$ cat src/hdl/gkw_div_pipe.sv
// Pipelined restoring divider, a fixed number of quotient bits per stage.
// Depends on nothing; the caller guarantees num < den << Q_W for a valid quotient.
module gkw_div_pipe #(
  parameter int unsigned NUM_W  = 49,
  parameter int unsigned DEN_W  = 33,
  parameter int unsigned Q_W    = 20,
  parameter int unsigned SIDE_W = 17,
  parameter int unsigned BPS    = 2
) (
  input  logic              clk_i,
  input  logic              rst_ni,
  input  logic              en_i,
  input  logic              valid_i,
  input  logic [NUM_W-1:0]  num_i,
  input  logic [DEN_W-1:0]  den_i,
  input  logic [SIDE_W-1:0] side_i,
  output logic              valid_o,
  output logic [Q_W-1:0]    quo_o,
  output logic [SIDE_W-1:0] side_o
);

  localparam int unsigned NSTG = Q_W / BPS;
  localparam int unsigned WW   = (NUM_W > DEN_W + Q_W) ? NUM_W : DEN_W + Q_W;

  logic [NSTG-1:0]   valid_q;
  logic [Q_W-1:0]    quo_q  [NSTG];
  logic [SIDE_W-1:0] side_q [NSTG];
  logic [WW-1:0]     rem_q  [NSTG-1];
  logic [DEN_W-1:0]  den_q  [NSTG-1];

  for (genvar g = 0; g < NSTG; g++) begin : g_stg
    logic [WW-1:0]     rem_in, rem_nx;
    logic [DEN_W-1:0]  den_in;
    logic [Q_W-1:0]    quo_in, quo_nx;
    logic [SIDE_W-1:0] side_in;
    logic              vin;

    if (g == 0) begin : g_first
      assign rem_in  = WW'(num_i);
      assign den_in  = den_i;
      assign quo_in  = '0;
      assign side_in = side_i;
      assign vin     = valid_i;
    end else begin : g_rest
      assign rem_in  = rem_q[g-1];
      assign den_in  = den_q[g-1];
      assign quo_in  = quo_q[g-1];
      assign side_in = side_q[g-1];
      assign vin     = valid_q[g-1];
    end

    // BPS compare-and-subtract steps, most significant quotient bit first
    always_comb begin
      logic [WW-1:0] cand;
      int            sh;
      rem_nx = rem_in;
      quo_nx = quo_in;
      for (int b = 0; b < BPS; b++) begin
        sh   = Q_W - 1 - g * BPS - b;
        cand = WW'(den_in) << sh;
        if (rem_nx >= cand) begin
          rem_nx = rem_nx - cand;
          quo_nx = quo_nx | (Q_W'(1) << sh);
        end
      end
    end

    always_ff @(posedge clk_i or negedge rst_ni) begin
      if (!rst_ni) begin
        valid_q[g] <= 1'b0;
      end else if (en_i) begin
        valid_q[g] <= vin;
      end
    end

    always_ff @(posedge clk_i) begin
      if (en_i) begin
        quo_q[g]  <= quo_nx;
        side_q[g] <= side_in;
      end
    end

    if (g < NSTG - 1) begin : g_rem
      always_ff @(posedge clk_i) begin
        if (en_i) begin
          rem_q[g] <= rem_nx;
          den_q[g] <= den_in;
        end
      end
    end
  end

  assign valid_o = valid_q[NSTG-1];
  assign quo_o   = quo_q[NSTG-1];
  assign side_o  = side_q[NSTG-1];

endmodule

$ cat config.mk
export PLATFORM = sky130hd
export DESIGN_NAME = gkw_div_pipe
export DESIGN_NICKNAME = d
export VERILOG_FILES = /design/src/hdl/gkw_div_pipe.sv
export SDC_FILE = /design/constraint.sdc
export NUM_CORES = 2
export LEC_CHECK = 0
export ABC_AREA = 1
export BUFFER_PORTS_ARGS = -buffer_cell sky130_fd_sc_hd__buf_2
export CAP_MARGIN = 20
export CORE_ASPECT_RATIO = 1.25
export CORE_MARGIN = 1
export CORE_UTILIZATION = 59
export DETAILED_ROUTE_END_ITERATION = 12
export GPL_TIMING_DRIVEN = 0
export PLACE_DENSITY_LB_ADDON = 0.3
export REMOVE_ABC_BUFFERS = 1
export SKIP_CTS_REPAIR_TIMING = 1
export SYNTH_ARGS = -nofsm -noshare
export SYNTH_HDL_FRONTEND = slang
export SYNTH_SLANG_ARGS = --single-unit
$ cat constraint.sdc
create_clock -name clk_i -period 4.9 [get_ports clk_i]
set_input_delay 0.245 -clock clk_i [delete_from_list [all_inputs] [get_ports clk_i]]
set_output_delay 0.245 -clock clk_i [all_outputs]
set_load 0.005 [all_outputs]
==> summary by stage <==
Placed design
Prior to clock tree synthesis, the placed netlist has a worst setup slack of -3.53 ns. The placed instances occupy a cell area of 92100 um2. Input and output buffers added on the ports amount to 140. Counting tap cells, the placed design contains a total of 14300 instances.

The final HPWL from detailed placement is 251000 um. Routability-driven placement finished with a final weighted congestion of 1.06.

Critical path
The cell repeated most along the worst path is sky130_fd_sc_hd__nand2_4. The largest single stage delay on the critical path is 0.71 ns. Of all nets on the critical path, the largest fanout is 32. By startpoint and endpoint, the worst setup path is classified as register to register. STA classifies the critical path startpoint as a register. The kind of capture point of the worst setup path is a register. On the critical path, the stage with the largest delay is an instance of sky130_fd_sc_hd__edfxtp_1. STA puts the critical path data arrival time at 6.13 ns. The worst reg-to-reg setup slack is -0.68 ns.

Data on the critical path is required at its endpoint by 5.46 ns.

Logic synthesis
Of the total synthesized cell area, the portion taken by AND, OR, NAND and NOR gates is 0.276. The largest total area in the synthesized netlist belongs to sky130_fd_sc_hd__edfxtp_1. Of the post-synthesis cell area, the dominant cell type holds 0.354. The share of the yosys chip area belonging to registers is 0.357.

The post-synthesis adder-cell area fraction is 0.0963. In the synthesized netlist, the cells that appear most often are 3538 x sky130_fd_sc_hd__nand2_1, 1728 x sky130_fd_sc_hd__inv_1, 1212 x sky130_fd_sc_hd__nor2_1, 1054 x sky130_fd_sc_hd__edfxtp_1, 869 x sky130_fd_sc_hd__a21oi_1. The mean post-synth cell area is 7.30 um2. After synthesis, the largest family of logic cells by area is simple AND/OR/NAND/NOR gates. The dominant synthesized flop cell is sky130_fd_sc_hd__edfxtp_1. Measured against the total synthesized area, the mux share comes to 0. Of the total synthesized cell area, the portion taken by XOR and XNOR cells is 0.0591. The synthesized-area fraction occupied by ao, oa, aoi and oai cells came to 0.126.

The number of enable flip-flop cells after synthesis is 1054. The gate count after technology mapping is 12200. Synthesis inferred 1064 register bits.

The number of warning messages in the yosys log is 0. In the synthesized netlist the async set-or-reset flop fraction comes to 0.00940. The most common cell in the synthesized netlist is sky130_fd_sc_hd__nand2_1. The cell area that synthesis handed to floorplanning was 89300 um2. After synthesis, the cell types taking the most area are sky130_fd_sc_hd__edfxtp_1 35%, sky130_fd_sc_hd__nand2_1 15%, sky130_fd_sc_hd__ha_1 9.2%. The netlist uses 73 different library cells.

Power and ir drop
The post-route total power is 85.1 mW. Of the total power, the clock network draws 0.103. Of the total power, the share spent switching nets is 0.527. The power density over the cells is 798 nW/um2. For this design the total switching power over the nets is 44.9 mW. The sequential share of power is 0.187.

The internal portion of the total power is 40.2 mW. The share of total power in combinational logic is 0.710. The leakage power summed over all cells is 47.3 nW. The peak supply drop is 0.000673 V.

Drt
The count of routing violations after the opening detailed-route iteration is 11100. The total via count in the routed design is 91700. Wires add up to 342000 um.

In the final routed layout, each cell accounts on average for 22.8 um. For this run, design rule violations remaining after detail routing come to 0. The via count normalized by instance count is 6.12. The detailed-routing iteration count for the pre-antenna-repair pass is 13. In this run the remaining antenna-violating nets after routing total 0.

Layout
With fillers left out, the area of the finished cells amounts to 107000 um2. The share of cells above drive strength 1 is 0.146. The final core utilization is 0.710. The total number of nets in the final design is 13700. The non-filler instance count after layout is 15000. The layout-stage area growth over the synthesis result is 19.3%.

Clock network
The longest clock path from root to sink contains 3 buffers. The clock net in this run drives a total of 1064 sinks. The root buffer cell is sky130_fd_sc_hd__clkbuf_16. The H-tree depth reported by CTS is 3. The TritonCTS clock tree is built. Counting the buffers created by CTS gives 108. The clock reaches the later pin of the worst-skew pair after 0.79 ns. The clock-pin transition on the worst setup and hold timing paths is 0.07 ns.

Global route
For this run, the total global-route usage over all layers was measured as 0.391. The via count of the first global-routing pass came to 80300. Entering global routing, the biggest net connects 143 pins. The first global-routing pass estimated 459000 um of wire. The initial antenna violation count is 12. The final global-route overflow total is 0.

Floorplan
The initial cell density of the core is 0.595. The number of cell rows is 159. 141 I/O pins were placed.

In this run the standard cell core region covers 150000 um2. The area of the die is 153000 um2. The die height is 437 um.

The die boundary width is 350 um.

Outcome
The final reports fail on hold timing, setup timing. The flow ran to the end, but the final reports show violations.

Timing
At the pin with the least slew margin, the transition time is 1.30 ns. The total count of max-transition violations in the final report is 0. The clock tree skew after final layout is 0.0521 ns.

Final hold analysis gives a worst-case slack of -0.0179 ns. Setup repair after global routing could not meet its margin everywhere. In the post-route analysis, the smallest setup slack over all paths is -0.679 ns.

The shortest clock period the worst path allows after layout is 5.58 ns. Derived from the worst setup path, the maximum achievable clock frequency is 0.179 GHz. Of the available clock period, the critical path in the final layout requires 1.14. Setup violations remaining at the end of the flow were counted as 376. The setup total negative slack is -161.09 ns. The hold violation total from the final report is 6. In this run the tightest slew margin relative to its limit is 0.133.

Job
The tool flagged a number of max-cap violations equal to 0.

Min path
The type of the most critical hold path is input port to register.
[flip-flops by register name, summed over array words and instances (netlist names)]
| signal | flops |
|---|---|
| g_stg.vin | 9 |
| valid_o | 1 |
| quo_q | 110 |
| side_q | 170 |
| den_q | 297 |
| rem_q | 477 |
[worst max-delay path: cells and delay by family, from the launching register on]
| family | cells | cell delay [ns] |
|---|---|---|
| buffers and inverters | 5 | 0.79 |
| flip-flops | 1 | 0.71 |
| AO/OA/AOI/OAI | 6 | 1.23 |
| adder cells (fa/ha/maj) | 2 | 0.77 |
| AND/OR/NAND/NOR | 13 | 1.78 |
[layer usage]
| metal | global-route usage | wire length [um] |
|---|---|---|
| met5 | 0 | 91 |
| met4 | 0.252 | 28700 |
| met3 | 0.0515 | 34000 |
| met2 | 0.638 | 153000 |
| met1 | 0.487 | 126000 |
[power by group through the flow]
stage	clock, mW	combinational (mW)	sequential (mW)
global placement	0	49.3	16.1
CTS	8.77	50.6	15.7
floorplan	0	37.2	14.7
detailed placement	0	50.2	15.8
finish	8.76	60.4	15.9
global route	9.09	65.3	15.9
[layout by cell type, fill, tap and decap left out, types with 139 or more instances in the layout]
cell type	netlist	final
sky130_fd_sc_hd__a21oi_1	869	757
sky130_fd_sc_hd__buf_2	43	140
sky130_fd_sc_hd__buf_4	10	343
sky130_fd_sc_hd__edfxtp_1	1054	1054
sky130_fd_sc_hd__ha_1	657	491
sky130_fd_sc_hd__ha_4	0	139
sky130_fd_sc_hd__inv_1	1728	1651
sky130_fd_sc_hd__nand2_1	3538	3367
sky130_fd_sc_hd__nand2_2	47	169
sky130_fd_sc_hd__nand3_1	543	522
sky130_fd_sc_hd__nand4_1	245	245
sky130_fd_sc_hd__nor2_1	1212	1113
sky130_fd_sc_hd__o21ai_0	788	517
sky130_fd_sc_hd__o21ai_1	27	143
sky130_fd_sc_hd__o21ai_2	22	147
sky130_fd_sc_hd__xnor2_1	291	291
sky130_fd_sc_hd__xor2_1	312	312
[worst paths after layout]
path / startpoint / to / cells after the start
worst max-delay path: den_q[3][31] / rem_q[3][83] / 26
worst min-delay path: num_i[36] / rem_q[0][36] / 5
worst max register to register: den_q[3][31] / rem_q[3][83] / 26
worst min register to register: side_q[2][16] / side_q[3][16] / 0
max in group asynchronous: rst_ni / g_stg[5].vin / 3
min in group asynchronous: rst_ni / valid_o / 3
[layout make-up]
type,instances,area (um2)
sequential,1064,31900
tap,2012,2520
multi-input combinational,9304,55600
clock inverter,79,915
timing repair inverter,23,373
inverter,1752,6760
fill,12000,43600
timing repair buffer,639,5740
clock buffer,124,2780
antenna,6,15.0
[logic make-up after synthesis]
| kind of cell | Yosys count |
|---|---|
| xor+xnor | 603 |
| compound gates | 2065 |
| simple gates | 5924 |
| flops | 1064 |
| fa+ha+maj | 676 |
| buf+inv | 1908 |
Note: power is estimated with default switching activity, not from simulation.
