<file path="src/hdl/gkw_pkg.sv">
// Gaussian kernel weight: shared beat types, register indexes and fixed-point constants.
// No dependencies; every other file of the block but gkw_div_pipe imports this package.
package gkw_pkg;

  // Configuration register indexes
  localparam int unsigned CFG_IDX_W = 2;
  localparam logic [CFG_IDX_W-1:0] CFG_NORMALIZE_MODE    = 2'd0;
  localparam logic [CFG_IDX_W-1:0] CFG_SPREAD_IS_SQUARED = 2'd1;
  localparam logic [CFG_IDX_W-1:0] CFG_DIMENSION         = 2'd2;
  localparam logic [CFG_IDX_W-1:0] CFG_MIN_SIGMA         = 2'd3;

  // Number of Taylor terms and of exp(-1) multiply stages
  localparam int unsigned TAYLOR_TERMS = 12;
  localparam int unsigned POW_STAGES   = 15;

  typedef struct packed {
    logic [15:0] distance;
    logic [15:0] spread_value;
  } in_beat_t;

  typedef struct packed {
    logic [31:0] weight;
    logic        saturated;
  } out_beat_t;

  // Beat travelling through the Taylor series stages
  typedef struct packed {
    logic [32:0] term;
    logic [33:0] pos;
    logic [33:0] neg;
    logic [15:0] frac;
    logic [3:0]  whole;
    logic        big;
    logic [15:0] sigma;
  } tay_beat_t;

  // Beat leaving the exponent scaling stages
  typedef struct packed {
    logic [33:0] num;
    logic [23:0] den;
    logic [16:0] plain;
  } scale_beat_t;

  // exp(-1.0) in Q0.32, built with the same rounded series as the datapath
  localparam logic [63:0] E1T0  = 64'h1_0000_0000;
  localparam logic [63:0] E1T1  = (E1T0  * 64'd65536 + 64'd1  * 64'd32768) / (64'd1  * 64'd65536);
  localparam logic [63:0] E1T2  = (E1T1  * 64'd65536 + 64'd2  * 64'd32768) / (64'd2  * 64'd65536);
  localparam logic [63:0] E1T3  = (E1T2  * 64'd65536 + 64'd3  * 64'd32768) / (64'd3  * 64'd65536);
  localparam logic [63:0] E1T4  = (E1T3  * 64'd65536 + 64'd4  * 64'd32768) / (64'd4  * 64'd65536);
  localparam logic [63:0] E1T5  = (E1T4  * 64'd65536 + 64'd5  * 64'd32768) / (64'd5  * 64'd65536);
  localparam logic [63:0] E1T6  = (E1T5  * 64'd65536 + 64'd6  * 64'd32768) / (64'd6  * 64'd65536);
  localparam logic [63:0] E1T7  = (E1T6  * 64'd65536 + 64'd7  * 64'd32768) / (64'd7  * 64'd65536);
  localparam logic [63:0] E1T8  = (E1T7  * 64'd65536 + 64'd8  * 64'd32768) / (64'd8  * 64'd65536);
  localparam logic [63:0] E1T9  = (E1T8  * 64'd65536 + 64'd9  * 64'd32768) / (64'd9  * 64'd65536);
  localparam logic [63:0] E1T10 = (E1T9  * 64'd65536 + 64'd10 * 64'd32768) / (64'd10 * 64'd65536);
  localparam logic [63:0] E1T11 = (E1T10 * 64'd65536 + 64'd11 * 64'd32768) / (64'd11 * 64'd65536);
  localparam logic [63:0] E1T12 = (E1T11 * 64'd65536 + 64'd12 * 64'd32768) / (64'd12 * 64'd65536);
  localparam logic [63:0] E1_POS = E1T0 + E1T2 + E1T4 + E1T6 + E1T8 + E1T10 + E1T12;
  localparam logic [63:0] E1_NEG = E1T1 + E1T3 + E1T5 + E1T7 + E1T9 + E1T11;
  localparam logic [31:0] EXP_NEG_ONE = 32'(E1_POS - E1_NEG);

  // Powers of 1/sqrt(2*pi) in Q0.32, each step rounded
  localparam logic [63:0] NORM_C  = 64'd1713444047;
  localparam logic [63:0] NORM_K1 = NORM_C;
  localparam logic [63:0] NORM_K2 = (NORM_K1 * NORM_C + 64'h8000_0000) >> 32;
  localparam logic [63:0] NORM_K3 = (NORM_K2 * NORM_C + 64'h8000_0000) >> 32;
  localparam logic [63:0] NORM_K4 = (NORM_K3 * NORM_C + 64'h8000_0000) >> 32;
  localparam logic [63:0] NORM_K5 = (NORM_K4 * NORM_C + 64'h8000_0000) >> 32;
  localparam logic [63:0] NORM_K6 = (NORM_K5 * NORM_C + 64'h8000_0000) >> 32;
  localparam logic [63:0] NORM_K7 = (NORM_K6 * NORM_C + 64'h8000_0000) >> 32;
  localparam logic [63:0] NORM_K8 = (NORM_K7 * NORM_C + 64'h8000_0000) >> 32;

  // Normalization constant; dimension 0 acts as 1, above eight acts as eight
  function automatic logic [31:0] norm_const(input logic [3:0] dim);
    logic [31:0] k;
    unique case (dim) inside
      4'd0, 4'd1: k = NORM_K1[31:0];
      4'd2:       k = NORM_K2[31:0];
      4'd3:       k = NORM_K3[31:0];
      4'd4:       k = NORM_K4[31:0];
      4'd5:       k = NORM_K5[31:0];
      4'd6:       k = NORM_K6[31:0];
      4'd7:       k = NORM_K7[31:0];
      default:    k = NORM_K8[31:0];
    endcase
    return k;
  endfunction

endpackage

</file>
<file path="src/hdl/gkw_taylor_step.sv">
// One term of the exp(-f) Taylor series: multiply by f, round, divide by the term index.
// Depends on gkw_pkg (tay_beat_t); four register stages.
module gkw_taylor_step
  import gkw_pkg::*;
#(
  parameter int unsigned K = 1
) (
  input  logic      clk_i,
  input  logic      rst_ni,
  input  logic      en_i,
  input  logic      valid_i,
  input  tay_beat_t beat_i,
  output logic      valid_o,
  output tay_beat_t beat_o
);

  // floor(2^35 / K) gives a quotient estimate that is low by at most one
  localparam logic [35:0] RECIP    = 36'((64'd1 << 35) / K);
  localparam logic [49:0] RND      = 50'(K) << 15;
  localparam logic [3:0]  KV       = 4'(K);
  localparam bit          ODD_TERM = (K % 2) == 1;

  logic        s1_v_q, s2_v_q, s3_v_q, s4_v_q;
  tay_beat_t   s1_b_q, s2_b_q, s3_b_q, s4_b_q;
  logic [48:0] s1_prod_q;
  logic [33:0] s2_n_q, s3_n_q, s3_q0_q;
  logic [52:0] s2_pl_q, s2_ph_q;

  logic [33:0] n_d;
  logic [70:0] full_d;
  logic [37:0] qk_d, r_d;
  logic [33:0] q_d;
  tay_beat_t   nb_d;

  // Stage 2: round and shift, reciprocal partial products
  assign n_d = 34'((50'(s1_prod_q) + RND) >> 16);

  // Stage 3: reciprocal product, quotient estimate
  assign full_d = (71'(s2_ph_q) << 17) + 71'(s2_pl_q);

  // Stage 4: one correction step, then accumulate by sign
  assign qk_d = 38'(s3_q0_q) * 38'(KV);
  assign r_d  = 38'(s3_n_q) - qk_d;
  assign q_d  = (r_d >= 38'(KV)) ? s3_q0_q + 34'd1 : s3_q0_q;

  always_comb begin
    nb_d      = s3_b_q;
    nb_d.term = q_d[32:0];
    if (ODD_TERM) begin
      nb_d.neg = s3_b_q.neg + 34'(q_d[32:0]);
    end else begin
      nb_d.pos = s3_b_q.pos + 34'(q_d[32:0]);
    end
  end

  always_ff @(posedge clk_i or negedge rst_ni) begin
    if (!rst_ni) begin
      s1_v_q <= 1'b0;
      s2_v_q <= 1'b0;
      s3_v_q <= 1'b0;
      s4_v_q <= 1'b0;
    end else if (en_i) begin
      s1_v_q <= valid_i;
      s2_v_q <= s1_v_q;
      s3_v_q <= s2_v_q;
      s4_v_q <= s3_v_q;
    end
  end

  always_ff @(posedge clk_i) begin
    if (en_i) begin
      s1_b_q    <= beat_i;
      s1_prod_q <= 49'(beat_i.term) * 49'(beat_i.frac);
      s2_b_q    <= s1_b_q;
      s2_n_q    <= n_d;
      s2_pl_q   <= 53'(n_d[16:0]) * 53'(RECIP);
      s2_ph_q   <= 53'(n_d[33:17]) * 53'(RECIP);
      s3_b_q    <= s2_b_q;
      s3_n_q    <= s2_n_q;
      s3_q0_q   <= 34'(full_d >> 35);
      s4_b_q    <= nb_d;
    end
  end

  assign valid_o = s4_v_q;
  assign beat_o  = s4_b_q;

endmodule

</file>
<file path="config.mk">
export PLATFORM = sky130hd
export DESIGN_NAME = gkw_taylor_step
export DESIGN_NICKNAME = d
export VERILOG_FILES = /design/src/hdl/gkw_pkg.sv /design/src/hdl/gkw_taylor_step.sv
export SDC_FILE = /design/constraint.sdc
export NUM_CORES = 2
export LEC_CHECK = 0
export BUFFER_PORTS_ARGS = -buffer_cell sky130_fd_sc_hd__clkbuf_2
export CORE_ASPECT_RATIO = 0.7
export CORE_MARGIN = 1.5
export CORE_UTILIZATION = 25
export DETAILED_ROUTE_END_ITERATION = 8
export PLACE_DENSITY_LB_ADDON = 0.1
export SETUP_SLACK_MARGIN = 0.3
export SLEW_MARGIN = 25
export SYNTH_ARGS = -nofsm -noshare
export SYNTH_HDL_FRONTEND = slang
export SYNTH_SLANG_ARGS = --single-unit
</file>
<file path="constraint.sdc">
create_clock -name clk_i -period 3 [get_ports clk_i]
set_input_delay 0.45 -clock clk_i [delete_from_list [all_inputs] [get_ports clk_i]]
set_output_delay 0.45 -clock clk_i [all_outputs]
set_load 0.1 [all_outputs]
</file>
==> results.yml <==
run_status:
  run_status: "complete, but fails checks"
  violations: "negative setup slack"
synth:
  synthesis.area_um2: 34870
  syn_inst: 2707
  synth_top_area_share_pct: 47.62
  synthSimpleGateAreaFrac_pct: 9.989
  synth_compound_area_share_pct: 3.498
  synth_seq_cells: 557
  synthArstFlopShare_pct: 0.7181
  synth_edf_count: 553
  ys_seq_area_share_pct: 47.91
  synthTopCellsByArea: "edfxtp_1 48%, fa_1 25%, ha_1 5.5%, inv_1 5.1%, and2_1 3.9%"
  yosysWarnings: 0
  ys.flop_type: "edfxtp_1"
  synthesis.nets: 3433
  ys_types: 49
  synthAdderAreaFrac_pct: 30.25
  synthesis.area_per_instance_um2: 12.88
  synth_top_area_cell: "edfxtp_1"
  synth_xor_area_share_pct: 2.235
  synth_top_family_by_area: "adder cells"
  muxShareOfSynthArea_pct: 0.1292
setup_path:
  end_kind: "flip-flop"
  worstPathRequired_ns: 3.37
  path_max_fanout: 7
  reg2reg_slack_ns: -0.18
  rr_startpoint: "s3_n_q[0]"
  critPathLaunch: "beat_i[25]"
  crit_family: "adder cells"
  slowest_stage: "fa_2"
  critPathLaunchType: "input port"
  cp_num_buf_inv: 6
  path_cells: "clkbuf_16, buf_12, buf_16, and2_4, fa_1, inv_1, fa_2, fa_2, inv_2, fa_2, fa_1, fa_1, ha_4, nand2_4, buf_4, or3_4, o311ai_4, o21ai_2, o31a_1, o21ai_2, o21a_1, nor2_1, xnor2_1"
  cp_data_arrival_time_ns: 6.34
  slowest_delay_ns: 0.58
  path_class: "input port to flip-flop"
route:
  drt-vias-per-instance: 4.063
  drc: 0
  wl_per_cell_um: 17.94
  drt_iter0_drc: 1308
  postRouteAntennaNets: 0
  drt-total-wl_um: 96480
  firstDrtPassIters: 5
  vias: 21860
die:
  die_area_um2: 141800
  ioPinCount: 281
  row_count: 114
  die_y_um: 315.5
  fp.coreArea_um2: 138200
  dieWidth_um: 449.4
  start_util_pct: 25.23
min_path:
  worstHoldStart: "beat_i[27]"
  hold_path_class: "input port to flip-flop"
global_routing:
  grt_antenna_before_repair: 7
  grtUsageTotal_pct: 13.37
  grt_max_degree: 75
  grt_first_pass_wirelength_um: 144700
  grt_pass1_vias: 23350
  grt_overflow_total: 0
cts:
  clockBufferDepth: 3
  clock_sinks: 557
  root_buffer: "clkbuf_16"
  cts_buffers: 60
  cts_tree: "done"
  clkTransAtPathRegs_ns: 0.05
  clock_tree.htree_level_count: 2
  clkLatencyLatePin_ns: 0.67
sta:
  fin_crit_sh_pct: 198.8
  setup_viol_count_final: 45
  finalClockSkew_ns: 0.04407
  slew_violations: 0
  relSlewSlack_pct: 60.06
  hold_viol: 0
  fin_crit_ns: 5.963
  setup_ws_ns: -2.963
  grt_setup_unrepaired: "yes"
  max_freq_ghz: 0.1677
  worst_pin_slew_ns: 0.5936
job:
  cap_violations: 0
placement:
  port_buffers: 280
  routabilityCongestion: 0.8219
  dp_hpwl_um: 73290
cells_and_area:
  nFillCells: 13740
  layout-drive-gt1-share_pct: 30.32
  final_util_pct: 34.01
  areaGrowthSynthToFinish_pct: 34.80
  final_nets: 4195
-- final cells by class --
type	count	area (um2)	area share [%]
flip-flops and latches	557	16710	35.54
diodes	4	10.01	0.02129
multi-input cells	1594	17370	36.95
inverters	471	1768	3.761
repair buffers	785	6798	14.46
well taps	1856	2322	4.940
clock inverters	45	483.0	1.027
clock buffers	67	1549	3.295
-- synthesized netlist by cell type (2+ instances only) --
cell	instances
o31a_1	6
a211oi_1	7
clkbuf_1	85
o21ai_1	8
nand2b_1	3
a31oi_1	7
and2_1	218
nor3_1	15
dfrtp_1	4
ha_1	152
mux2_2	4
a21o_1	32
inv_1	471
fa_1	432
nand4_1	18
nand2_1	359
nand3_1	21
o2111ai_1	2
a41o_1	2
nor2b_1	9
or2_2	2
and3_1	15
nor2_1	58
a32oi_1	2
or3_1	4
o21a_1	12
o21ai_2	2
o211ai_1	5
nor4_1	4
edfxtp_1	553
o21bai_1	8
xor2_1	21
o21ai_0	30
a21oi_1	54
xnor2_1	68
-- metal layers --
layer / share of wire [%] / GRT usage (%) / vias up
met5: 0.032 / 0 / -
met3: 5.8 / 2.936 / 87
met1: 50 / 19.98 / 11020
met2: 42 / 19.57 / 479
li1: - / - / 10260
met4: 1.9 / 3.159 / 6
-- worst paths after layout --
kind | endpoint | cells past startpoint
worst min register to register | beat_o[21] | 0
max in group asynchronous | s2_v_q | 2
worst max-delay path | s1_prod_q[41] | 23
worst min-delay path | s1_b_q[27] | 1
min in group asynchronous | s3_v_q | 2
worst max register to register | beat_o[69] | 14
-- layout by cell type (no fill, tap or decap), types with 42 or more instances in the layout --
master	n
clkbuf_16	69
xnor2_1	60
buf_12	51
clkbuf_2	245
inv_1	429
ha_1	122
fa_2	53
and2_1	196
dlygate4sd3_1	91
buf_4	300
edfxtp_1	553
fa_1	379
inv_2	42
nor2_1	45
buf_6	52
nand2_1	342
-- per-stage QoR --
stage               setup WS, ns  hold WS, ns  instance area [um2]  TNS [ns]  instances
finish                    -2.963       0.1028                47010    -90.51       5379
global route              -3.105      0.05601                47000    -96.61       5375
CTS                       -2.850      0.04070                46160    -86.55       5340
detailed placement        -3.738       0.2602                41640   -120.30       5085
global placement          -3.758       0.2529                41640   -120.78       5085
floorplan                 -3.200       0.1544                35460    -89.88       2707
-- timing repair --
action,in CTS,in global routing
gates resized for setup,223,153
pin swaps,125,152
gates cloned,13,3
hold buffers,91,0
endpoints found under the hold margin,94,0
endpoints found under the setup margin,56,57
setup buffers,39,32
-- sequential cells by signal, indices dropped and copies added, names as in the netlist --
| signal | cells |
|---|---|
| s1_v_q | 1 |
| nb_d | 71 |
| s2_v_q | 1 |
| s3_v_q | 1 |
| s2_b_q | 105 |
| beat_o | 138 |
| s1_prod_q | 34 |
| s1_b_q | 105 |
| s2_n_q | 33 |
| s3_b_q | 34 |
| s3_n_q | 33 |
| valid_o | 1 |
-- logic make-up after synthesis --
| family | after synthesis |
|---|---|
| flip-flops | 557 |
| AO/OA/AOI/OAI | 188 |
| buffers and inverters | 556 |
| AND/OR/NAND/NOR | 729 |
| XOR/XNOR | 89 |
| multiplexers | 4 |
| adder cells (fa/ha/maj) | 584 |
Power is not shown: default switching activity piles up to over one toggle a cycle in this logic, so the estimate is an artifact.
